<file path="config.mk">
export PLATFORM = sky130hd
export DESIGN_NAME = max_ones_rectangle_area
export DESIGN_NICKNAME = d
export VERILOG_FILES = /design/src/mra_pkg.sv /design/src/mra_front.sv /design/src/mra_queue.sv /design/src/mra_back.sv /design/src/max_ones_rectangle_area.sv
export SDC_FILE = /design/constraint.sdc
export NUM_CORES = 2
export LEC_CHECK = 0
export ABC_AREA = 1
export ABC_CLOCK_PERIOD_IN_PS = 29100
export BUFFER_PORTS_ARGS = -buffer_cell sky130_fd_sc_hd__clkbuf_2
export CORE_MARGIN = 2
export CORE_UTILIZATION = 40
export CTS_CLUSTER_SIZE = 16
export DETAILED_ROUTE_END_ITERATION = 8
export GPL_TIMING_DRIVEN = 1
export PLACE_DENSITY = 0.63
export SETUP_SLACK_MARGIN = 0.05
export SKIP_LAST_GASP = 1
export SLEW_MARGIN = 10
export SYNTH_ARGS = -nofsm -noshare
export SYNTH_HDL_FRONTEND = slang
export SYNTH_HIERARCHICAL = 1
export SYNTH_SLANG_ARGS = --single-unit
</file>
<file path="constraint.sdc">
create_clock -name i_clk -period 29.1 [get_ports i_clk]
set_clock_uncertainty 0.15 [all_clocks]
set_input_delay 5.82 -clock i_clk [delete_from_list [all_inputs] [get_ports i_clk]]
set_output_delay 5.82 -clock i_clk [all_outputs]
set_load 0.01 [all_outputs]
</file>
<file path="src/mra_pkg.sv">
package mra_pkg;

    // Fixed field widths
    localparam int ROW_W   = 7;
    localparam int AREA_W  = 17;

    localparam logic [ROW_W-1:0]  ROW_WIDTH_RESET = 7'd64;
    localparam logic [AREA_W-1:0] AREA_CAP        = 17'h1FFFF;

    // Defaults for the top-level parameters
    localparam int MAX_COLS_DEF = 64;
    localparam int MAX_ROWS_DEF = 1024;

    // Queue between front and back
    localparam int QUEUE_DEPTH = 4;
    localparam int QPTR_W      = 2;

    // One classified cell as it travels from front to back
    typedef struct packed {
        logic cell_bit;
        logic last_cell;
        logic row_end;
    } t_item;

    typedef enum logic [1:0] {
        ST_IDLE,
        ST_SCAN,
        ST_FLUSH,
        ST_OUT
    } t_back_state;

endpackage

</file>
<file path="src/mra_front.sv">
module mra_front #(
    parameter int MAX_COLS = mra_pkg::MAX_COLS_DEF
) (
    input  logic                     i_clk,
    input  logic                     i_rst_n,
    // cell channel
    input  logic                     i_valid,
    output logic                     o_ready,
    input  logic                     i_cell_bit,
    input  logic                     i_last_cell,
    // configuration channel
    input  logic                     i_cfg_valid,
    output logic                     o_cfg_ready,
    input  logic [mra_pkg::ROW_W-1:0] i_row_width,
    // queue side
    input  logic                     i_q_full,
    output logic                     o_q_push,
    output mra_pkg::t_item           o_q_item
);

    localparam int CW   = $clog2(MAX_COLS);
    localparam int DW   = $clog2(MAX_COLS + 1);
    localparam int CMPW = ((DW > mra_pkg::ROW_W) ? DW : mra_pkg::ROW_W) + 1;

    logic [mra_pkg::ROW_W-1:0] r_row_width;
    logic [CW-1:0]             r_col;
    logic [CW-1:0]             n_col;
    logic [CMPW-1:0]           w_eff;
    logic [CMPW-1:0]           w_col_next;
    logic                      w_row_end;
    logic                      w_accept;

    assign o_cfg_ready = 1'b1;

    // Configuration register
    always_ff @(posedge i_clk) begin
        if (!i_rst_n) begin
            r_row_width <= mra_pkg::ROW_WIDTH_RESET;
        end else if (i_cfg_valid) begin
            r_row_width <= i_row_width;
        end
    end

    // Effective row width: zero reads as one, clamp to MAX_COLS
    always_comb begin
        if (r_row_width == '0) begin
            w_eff = CMPW'(1);
        end else if (CMPW'(r_row_width) > CMPW'(MAX_COLS)) begin
            w_eff = CMPW'(MAX_COLS);
        end else begin
            w_eff = CMPW'(r_row_width);
        end
    end

    // Classify the beat: does it close a row
    assign w_col_next = CMPW'(r_col) + CMPW'(1);
    assign w_row_end  = i_last_cell || (w_col_next >= w_eff);
    assign w_accept   = i_valid && !i_q_full;

    assign o_ready            = !i_q_full;
    assign o_q_push           = w_accept;
    assign o_q_item.cell_bit  = i_cell_bit;
    assign o_q_item.last_cell = i_last_cell;
    assign o_q_item.row_end   = w_row_end;

    always_comb begin
        n_col = r_col;
        if (w_accept) begin
            n_col = w_row_end ? '0 : CW'(w_col_next);
        end
    end

    always_ff @(posedge i_clk) begin
        if (!i_rst_n) begin
            r_col <= '0;
        end else begin
            r_col <= n_col;
        end
    end

endmodule

</file>
<file path="src/mra_queue.sv">
module mra_queue (
    input  logic           i_clk,
    input  logic           i_rst_n,
    input  logic           i_push,
    input  mra_pkg::t_item i_item,
    output logic           o_full,
    input  logic           i_pop,
    output logic           o_empty,
    output mra_pkg::t_item o_item
);

    mra_pkg::t_item                r_slot [mra_pkg::QUEUE_DEPTH];
    logic [mra_pkg::QPTR_W-1:0]    r_wr_ptr;
    logic [mra_pkg::QPTR_W-1:0]    r_rd_ptr;
    logic [mra_pkg::QPTR_W:0]      r_count;
    logic                          w_do_push;
    logic                          w_do_pop;

    assign o_full    = (r_count == (mra_pkg::QPTR_W + 1)'(mra_pkg::QUEUE_DEPTH));
    assign o_empty   = (r_count == '0);
    assign o_item    = r_slot[r_rd_ptr];
    assign w_do_push = i_push && !o_full;
    assign w_do_pop  = i_pop && !o_empty;

    // Storage, no reset needed
    always_ff @(posedge i_clk) begin
        if (w_do_push) begin
            r_slot[r_wr_ptr] <= i_item;
        end
    end

    // Pointers and fill count
    always_ff @(posedge i_clk) begin
        if (!i_rst_n) begin
            r_wr_ptr <= '0;
            r_rd_ptr <= '0;
            r_count  <= '0;
        end else begin
            if (w_do_push) begin
                r_wr_ptr <= r_wr_ptr + 1'b1;
            end
            if (w_do_pop) begin
                r_rd_ptr <= r_rd_ptr + 1'b1;
            end
            case ({w_do_push, w_do_pop})
                2'b10:   r_count <= r_count + 1'b1;
                2'b01:   r_count <= r_count - 1'b1;
                default: r_count <= r_count;
            endcase
        end
    end

endmodule

</file>
<file path="src/mra_back.sv">
module mra_back #(
    parameter int MAX_COLS = mra_pkg::MAX_COLS_DEF,
    parameter int MAX_ROWS = mra_pkg::MAX_ROWS_DEF
) (
    input  logic                       i_clk,
    input  logic                       i_rst_n,
    // queue side
    input  logic                       i_q_empty,
    input  mra_pkg::t_item             i_q_item,
    output logic                       o_q_pop,
    // result channel
    output logic                       o_valid,
    input  logic                       i_ready,
    output logic [mra_pkg::AREA_W-1:0] o_max_area
);

    localparam int CW = $clog2(MAX_COLS);
    localparam int DW = $clog2(MAX_COLS + 1);
    localparam int HW = $clog2(MAX_ROWS + 1);
    localparam int PW = HW + DW;
    localparam int XW = (PW > mra_pkg::AREA_W) ? PW : mra_pkg::AREA_W;

    // Column heights: memory plus a valid bit per column
    logic [HW-1:0]       r_hmem [MAX_COLS];
    logic [MAX_COLS-1:0] r_hvalid;
    logic [HW-1:0]       r_hrd;
    logic                r_hrd_vld;

    // Stack: memory holds every entry, top and the one below are registered
    logic [CW-1:0] r_smem_s [MAX_COLS];
    logic [HW-1:0] r_smem_h [MAX_COLS];
    logic [CW-1:0] r_below_s;
    logic [HW-1:0] r_below_h;
    logic [CW-1:0] r_top_s, n_top_s;
    logic [HW-1:0] r_top_h, n_top_h;
    logic [DW-1:0] r_depth, n_depth;

    mra_pkg::t_back_state r_state, n_state;
    mra_pkg::t_item       r_item,  n_item;
    logic [CW-1:0]        r_col,   n_col;
    logic                 r_first, n_first;
    logic [HW-1:0]        r_h,     n_h;
    logic [CW-1:0]        r_start, n_start;
    logic [mra_pkg::AREA_W-1:0] r_best, n_best;
    logic                       r_out_valid, n_out_valid;
    logic [mra_pkg::AREA_W-1:0] r_out_area,  n_out_area;

    logic                 w_deq;
    logic                 w_hwe;
    logic                 w_push_we;
    logic                 w_clear;
    logic [CW-1:0]        w_rd_addr;
    logic [HW:0]          w_sum;
    logic [HW-1:0]        w_hbase;
    logic [HW-1:0]        w_hnew;
    logic [HW-1:0]        w_hcur;
    logic                 w_off_en;
    logic [HW-1:0]        w_oh;
    logic [DW-1:0]        w_ow;
    logic [PW-1:0]        w_prod;
    logic [XW-1:0]        w_ext;
    logic [mra_pkg::AREA_W-1:0] w_area;

    assign o_valid    = r_out_valid;
    assign o_max_area = r_out_area;
    assign o_q_pop    = w_deq;

    // New run height from the column's stored height
    assign w_hbase = r_hrd_vld ? r_hrd : '0;
    assign w_sum   = {1'b0, w_hbase} + (HW + 1)'(1);
    always_comb begin
        if (!r_item.cell_bit) begin
            w_hnew = '0;
        end else if (w_sum > (HW + 1)'(MAX_ROWS)) begin
            w_hnew = HW'(MAX_ROWS);
        end else begin
            w_hnew = w_sum[HW-1:0];
        end
    end
    assign w_hcur = r_first ? w_hnew : r_h;

    // Area offer: one multiply, saturate, keep the best
    assign w_prod = PW'(w_oh) * PW'(w_ow);
    assign w_ext  = XW'(w_prod);
    assign w_area = (w_ext > XW'(mra_pkg::AREA_CAP)) ? mra_pkg::AREA_CAP
                                                     : w_ext[mra_pkg::AREA_W-1:0];

    // Control sequencer
    always_comb begin
        n_state     = r_state;
        n_item      = r_item;
        n_col       = r_col;
        n_first     = r_first;
        n_h         = r_h;
        n_start     = r_start;
        n_top_s     = r_top_s;
        n_top_h     = r_top_h;
        n_depth     = r_depth;
        n_best      = r_best;
        n_out_valid = r_out_valid;
        n_out_area  = r_out_area;
        w_deq       = 1'b0;
        w_hwe       = 1'b0;
        w_push_we   = 1'b0;
        w_clear     = 1'b0;
        w_off_en    = 1'b0;
        w_oh        = r_top_h;
        w_ow        = '0;

        // output register drains independently
        if (r_out_valid && i_ready) begin
            n_out_valid = 1'b0;
        end

        case (r_state)
            mra_pkg::ST_IDLE: begin
                if (!i_q_empty) begin
                    w_deq   = 1'b1;
                    n_item  = i_q_item;
                    n_first = 1'b1;
                    n_start = r_col;
                    n_state = mra_pkg::ST_SCAN;
                end
            end

            mra_pkg::ST_SCAN: begin
                w_hwe   = r_first;
                n_first = 1'b0;
                n_h     = w_hcur;
                if (r_depth != '0 && r_top_h >= w_hcur) begin
                    // pop a bar no shorter than this one, closing at this column
                    w_off_en = 1'b1;
                    w_ow     = DW'(r_col) - DW'(r_top_s);
                    n_start  = r_top_s;
                    n_depth  = r_depth - 1'b1;
                    n_top_s  = r_below_s;
                    n_top_h  = r_below_h;
                end else begin
                    if (r_depth != DW'(MAX_COLS)) begin
                        w_push_we = 1'b1;
                        n_depth   = r_depth + 1'b1;
                        n_top_s   = r_start;
                        n_top_h   = w_hcur;
                    end
                    if (r_item.row_end) begin
                        n_state = mra_pkg::ST_FLUSH;
                    end else begin
                        n_col   = r_col + 1'b1;
                        n_state = mra_pkg::ST_IDLE;
                    end
                end
            end

            mra_pkg::ST_FLUSH: begin
                if (r_depth != '0) begin
                    w_off_en = 1'b1;
                    w_ow     = DW'(r_col) + DW'(1) - DW'(r_top_s);
                    n_depth  = r_depth - 1'b1;
                    n_top_s  = r_below_s;
                    n_top_h  = r_below_h;
                end else begin
                    n_col   = '0;
                    n_state = r_item.last_cell ? mra_pkg::ST_OUT : mra_pkg::ST_IDLE;
                end
            end

            mra_pkg::ST_OUT: begin
                if (!r_out_valid || i_ready) begin
                    n_out_valid = 1'b1;
                    n_out_area  = r_best;
                    n_best      = '0;
                    n_depth     = '0;
                    w_clear     = 1'b1;
                    n_state     = mra_pkg::ST_IDLE;
                end
            end

            default: begin
                n_state = mra_pkg::ST_IDLE;
            end
        endcase

        if (w_off_en && w_area > r_best) begin
            n_best = w_area;
        end
    end

    // Stack read keeps the entry below the next top
    assign w_rd_addr = CW'(n_depth - DW'(2));

    always_ff @(posedge i_clk) begin
        if (w_push_we) begin
            r_smem_s[r_depth[CW-1:0]] <= r_start;
            r_smem_h[r_depth[CW-1:0]] <= w_hcur;
        end
        r_below_s <= r_smem_s[w_rd_addr];
        r_below_h <= r_smem_h[w_rd_addr];
    end

    // Height memory: read on dequeue, write on the first scan beat
    always_ff @(posedge i_clk) begin
        if (w_hwe) begin
            r_hmem[r_col] <= w_hnew;
        end
        if (w_deq) begin
            r_hrd <= r_hmem[r_col];
        end
    end

    always_ff @(posedge i_clk) begin
        if (!i_rst_n) begin
            r_hvalid  <= '0;
            r_hrd_vld <= 1'b0;
        end else begin
            if (w_clear) begin
                r_hvalid <= '0;
            end else if (w_hwe) begin
                r_hvalid[r_col] <= 1'b1;
            end
            if (w_deq) begin
                r_hrd_vld <= r_hvalid[r_col];
            end
        end
    end

    // Control state
    always_ff @(posedge i_clk) begin
        if (!i_rst_n) begin
            r_state     <= mra_pkg::ST_IDLE;
            r_col       <= '0;
            r_depth     <= '0;
            r_best      <= '0;
            r_out_valid <= 1'b0;
            r_first     <= 1'b0;
        end else begin
            r_state     <= n_state;
            r_col       <= n_col;
            r_depth     <= n_depth;
            r_best      <= n_best;
            r_out_valid <= n_out_valid;
            r_first     <= n_first;
        end
    end

    // Payload registers
    always_ff @(posedge i_clk) begin
        r_item     <= n_item;
        r_h        <= n_h;
        r_start    <= n_start;
        r_top_s    <= n_top_s;
        r_top_h    <= n_top_h;
        r_out_area <= n_out_area;
    end

endmodule

</file>
<file path="src/max_ones_rectangle_area.sv">
// Largest all-ones rectangle in a binary matrix streamed one cell per beat.
//
// Cell channel (i_valid/o_ready): i_cell_bit and i_last_cell, row-major order.
// Config channel (i_cfg_valid/o_cfg_ready): i_row_width, columns per row;
// write it only while the block is idle. Zero reads as one, values above
// MAX_COLS read as MAX_COLS. Reset value is 64.
// Result channel (o_valid/i_ready): o_max_area, one beat per last cell.
//
// A front stage tracks the column and tags row ends; a 4-entry queue feeds
// the back stage, which runs the height table and the bar stack.
// Each cell is dequeued in IDLE; SCAN then pops bars no shorter than it, one
// stack compare per cycle, and pushes the cell. A row end then pops every bar
// left on the stack in FLUSH, and the last cell loads the result in OUT.
// Each cell is pushed once and popped once. Cells waiting in the queue and
// bars to pop delay the result.
// The front keeps accepting cells until the queue is full.
// A result waiting on a stalled receiver does not block new cells; the next
// matrix stalls only when its own result is due.
// Reset is synchronous: row width returns to 64, heights, stack and best area
// clear at once (per-column valid bits, no clearing pass).
module max_ones_rectangle_area #(
    parameter int MAX_COLS = mra_pkg::MAX_COLS_DEF,
    parameter int MAX_ROWS = mra_pkg::MAX_ROWS_DEF
) (
    input  logic                       i_clk,
    input  logic                       i_rst_n,
    input  logic                       i_valid,
    output logic                       o_ready,
    input  logic                       i_cell_bit,
    input  logic                       i_last_cell,
    input  logic                       i_cfg_valid,
    output logic                       o_cfg_ready,
    input  logic [mra_pkg::ROW_W-1:0]  i_row_width,
    output logic                       o_valid,
    input  logic                       i_ready,
    output logic [mra_pkg::AREA_W-1:0] o_max_area
);

    mra_pkg::t_item w_push_item;
    mra_pkg::t_item w_head_item;
    logic           w_push;
    logic           w_full;
    logic           w_pop;
    logic           w_empty;

    mra_front #(
        .MAX_COLS (MAX_COLS)
    ) u_front (
        .i_clk       (i_clk),
        .i_rst_n     (i_rst_n),
        .i_valid     (i_valid),
        .o_ready     (o_ready),
        .i_cell_bit  (i_cell_bit),
        .i_last_cell (i_last_cell),
        .i_cfg_valid (i_cfg_valid),
        .o_cfg_ready (o_cfg_ready),
        .i_row_width (i_row_width),
        .i_q_full    (w_full),
        .o_q_push    (w_push),
        .o_q_item    (w_push_item)
    );

    mra_queue u_queue (
        .i_clk   (i_clk),
        .i_rst_n (i_rst_n),
        .i_push  (w_push),
        .i_item  (w_push_item),
        .o_full  (w_full),
        .i_pop   (w_pop),
        .o_empty (w_empty),
        .o_item  (w_head_item)
    );

    mra_back #(
        .MAX_COLS (MAX_COLS),
        .MAX_ROWS (MAX_ROWS)
    ) u_back (
        .i_clk      (i_clk),
        .i_rst_n    (i_rst_n),
        .i_q_empty  (w_empty),
        .i_q_item   (w_head_item),
        .o_q_pop    (w_pop),
        .o_valid    (o_valid),
        .i_ready    (i_ready),
        .o_max_area (o_max_area)
    );

endmodule

</file>
==> results.md <==
* Wire length of the first global-routing pass at 347 mm
* Crit-path max cell delay at 0.90 ns
* Post-cts sizing count at 0
* Total Power at 11.2 mW
* Placement-stage worst setup slack at 16.80 ns
* Startpoint Class: register
* Std-Cell Rows at 170
* Number of max-capacitance violations reported at 0
* Highest clock frequency the design can meet at 0.0815 GHz
* Dominant cells by area after synthesis: sky130_fd_sc_hd__edfxtp_1 (65%), sky130_fd_sc_hd__nand3_1 (7.1%), sky130_fd_sc_hd__nand2_1 (6.9%)
* Classification of the worst setup path: register to register
* Antenna violations before repair at 2
* Clock Tree Root: sky130_fd_sc_hd__clkbuf_16
* Detailed-route via count at 56800
* Fin. Hold Viols at 0
* Clk buf depth at 3
* Die Span Y at 467 microns
* Mean number of vias per cell at 5.47
* Overall track demand over capacity in global routing at 0.208
* Area after DPL at 89500 sq um
* Cell type with the largest total area after synthesis: sky130_fd_sc_hd__edfxtp_1
* Die W at 467 microns
* Gate count of the mapped netlist at 7364
* Clock-pin transition on the worst setup and hold timing paths at 0.06 ns
* Number of pins exceeding their max-slew limit in the final report at 0
* Setup violators final at 0
* Via count of the first global-routing pass at 54300
* Clock tree from TritonCTS: built
* Residual overflow from global routing at 0
* Ys async rst share at 0
* Worst EP arrival at 12.78 ns
* Initial DRC count at 6855
* Nets at 7541
* Most frequently used cell type in the post-synthesis netlist: sky130_fd_sc_hd__edfxtp_1
* Number of buffer cells added on primary ports at 32
* Ratio of total power to cell area at 117 nW/um^2
* Post-Synthesis Mean Instance Area at 11.7 sq um
* Final WL at 231 mm
* Hold bufs inserted after CTS at 0
* Total Negative Setup Slacks at 0 ns
* Endpoint class of the critical path: register
* Share of final-layout standard cells stronger than drive strength 1 at 0.0840
* Placed cell count at 10000
* First-pass detailed-route iteration total at 6
* Result of the run: finished clean
* Initial core utilization at 0.401
* Remaining max-slew budget at the tightest pin at 0.146
* Synth unique cells at 62
* Final non-filler cell area at 96000 sq um
* Sequential-to-total area share from yosys stat at 0.686
* Reported leakage power at 35.8 nW
* Largest net degree at the start of global routing at 207
* RSZ-0062 raised after global routing: false
* Number of H-tree levels at 4
* Placer's final routability congestion estimate at 0.852
* Yosys reg bits at 2007
* Crit path max-delay cell type: sky130_fd_sc_hd__xor2_1
* Setup ws final at 16.83 ns
* Final Cycle Share at 0.422
* Endpoint required time on the critical path at 29.61 ns
* Count of yosys warnings during synthesis at 6
* Buffers inserted during post-CTS setup optimization at 0
* Total standard cell area after synthesis at 85800 sq um
* Final core occ at 0.449
* Final standard cell count with taps included and fillers excluded at 10400
* Number of sinks handled by clock tree synthesis at 2007
* Total of fill cells in the finished design at 19300
* Final ANT Viol Nets at 0
* Synth top area share at 0.654
* Number of primary I/O pins at 34
* Clock period minus worst slack at 12.27 ns
* Worst Path Max Fanout at 66
* Worst min-delay path category: register to register
* Most frequent CP cell: sky130_fd_sc_hd__nand2_1
* Maximum ir drop on the vdd rail at 0.210 mV
* Floorplan core area at 214000 sq um
* Total clock buffers created by CTS at 194
* Average detailed-routed wire length per instance at 22.3 microns
* Residual DRC count at 0
* Number of enable flip-flop cells after synthesis at 1869
* Die area at 218000 sq um
* Commonest cells in the netlist: sky130_fd_sc_hd__edfxtp_1 (1869), sky130_fd_sc_hd__nand2_1 (1576), sky130_fd_sc_hd__nand3_1 (1209)
* HPWL after detailed placement at 128 mm
* Source-to-sink clock delay at the later pin of the worst-skew pair at 0.82 ns
* Most used flip-flop cell after synthesis: sky130_fd_sc_hd__edfxtp_1
* Transition time at the pin with the least slew margin at 1.28 ns
* Worst Hold Margin at 0.313 ns
* Area growth from synthesis to layout at 11.9%
* Synthesized net count at 7527
-- per-layer routing --
metal  GRT usage  wire (microns)  vias up
li1            -               -    25900
met3      0.0321           18400      348
met2       0.332          109000     2364
met4      0.0664            6650        0
met5           0               0        -
met1       0.292           97500    28200
-- critical path, delay by kind of cell, from the launching register on --
kind	cells	cell delay, ns
AO/OA/AOI/OAI	10	1.43
XOR/XNOR	1	0.90
adder cells (fa/ha/maj)	7	2.97
buffers and inverters	12	2.35
flip-flops	1	0.64
AND/OR/NAND/NOR	26	3.49
-- flip-flops by register name, indices dropped and copies added, names as in the netlist, 12 cells and up, named ones only --
signal	cells
u_back/r_hvalid	64
u_back/r_smem_h	704
u_back/r_hmem	704
u_back/o_max_area	17
u_queue/r_slot	12
u_back/r_smem_s	384
u_back/r_best	17
-- kinds of logic (layout without fill, tap and decap cells) --
| kind of cell | after synthesis | count (layout) | share of synthesized area |
|---|---|---|---|
| simple gates | 3543 | 3543 | 0.187 |
| flops | 2007 | 2007 | 0.686 |
| buf+inv | 1107 | 1289 | 0.0527 |
| compound gates | 526 | 526 | 0.0441 |
| fa+ha+maj | 149 | 149 | 0.0261 |
| xor+xnor | 31 | 31 | 0.00360 |
| other cells | 1 | 3 | 0.0000437 |
-- layout by cell type, fill, tap and decap left out, types with 9 or more instances in the layout --
cell,Yosys,final
sky130_fd_sc_hd__nand3_1,1209,1209
sky130_fd_sc_hd__ha_1,99,98
sky130_fd_sc_hd__nand2_2,12,13
sky130_fd_sc_hd__xor2_1,15,15
sky130_fd_sc_hd__clkinv_2,1,34
sky130_fd_sc_hd__clkbuf_1,178,49
sky130_fd_sc_hd__clkinv_1,16,43
sky130_fd_sc_hd__a21oi_1,100,99
sky130_fd_sc_hd__dfxtp_1,138,138
sky130_fd_sc_hd__nor3_2,0,10
sky130_fd_sc_hd__clkbuf_16,0,202
sky130_fd_sc_hd__nor2_2,4,13
sky130_fd_sc_hd__nor3_1,23,13
sky130_fd_sc_hd__clkinvlp_4,0,10
sky130_fd_sc_hd__nand4_1,97,97
sky130_fd_sc_hd__a221oi_1,96,96
sky130_fd_sc_hd__nor2_1,390,376
sky130_fd_sc_hd__clkbuf_2,0,32
sky130_fd_sc_hd__edfxtp_1,1869,1869
sky130_fd_sc_hd__a22o_1,89,89
sky130_fd_sc_hd__fa_1,50,50
sky130_fd_sc_hd__o21ai_0,77,69
sky130_fd_sc_hd__nand2_1,1576,1572
sky130_fd_sc_hd__inv_1,661,656
sky130_fd_sc_hd__a22oi_1,110,110
sky130_fd_sc_hd__buf_4,25,194
sky130_fd_sc_hd__inv_2,11,13
sky130_fd_sc_hd__o21ai_4,0,9
sky130_fd_sc_hd__inv_6,0,9
sky130_fd_sc_hd__bufinv_16,0,21
sky130_fd_sc_hd__xnor2_1,14,14
sky130_fd_sc_hd__nand3b_1,204,204
-- report_power, final --
part,internal (mW),leakage [nW],switching (mW)
sequential,3.59,18.1,0.0932
clock,1.48,3.15,1.08
combinational,1.22,14.5,3.72
total,6.30,35.8,4.90
-- final cells by class --
class                   instances  area (sq um)  share of cell area
flip-flops and latches       2007         58900               0.613
multi-input cells            4250         22700               0.236
repair buffers                234          1780              0.0185
clock buffers                 259          5350              0.0557
diodes                          2          5.00           0.0000521
well taps                    2838          3550              0.0370
clock inverters               105          1140              0.0118
inverters                     691          2610              0.0272
-- final timing paths --
path	startpoint	to	slack (ns)	cells past startpoint
hold / removal	u_back/r_best[13]$_SDFFE_PN0P_	u_back/o_max_area[13]$_DFFE_PP_	0.31	0
hold reg to reg	u_back/r_best[13]$_SDFFE_PN0P_	u_back/o_max_area[13]$_DFFE_PP_	0.31	0
setup reg to reg	u_back/r_hrd_vld$_SDFFE_PN0P_	u_back/r_best[2]$_SDFFE_PN0P_	16.83	56
setup / recovery	u_back/r_hrd_vld$_SDFFE_PN0P_	u_back/r_best[2]$_SDFFE_PN0P_	16.83	56
(Power assumes the default switching activity.)
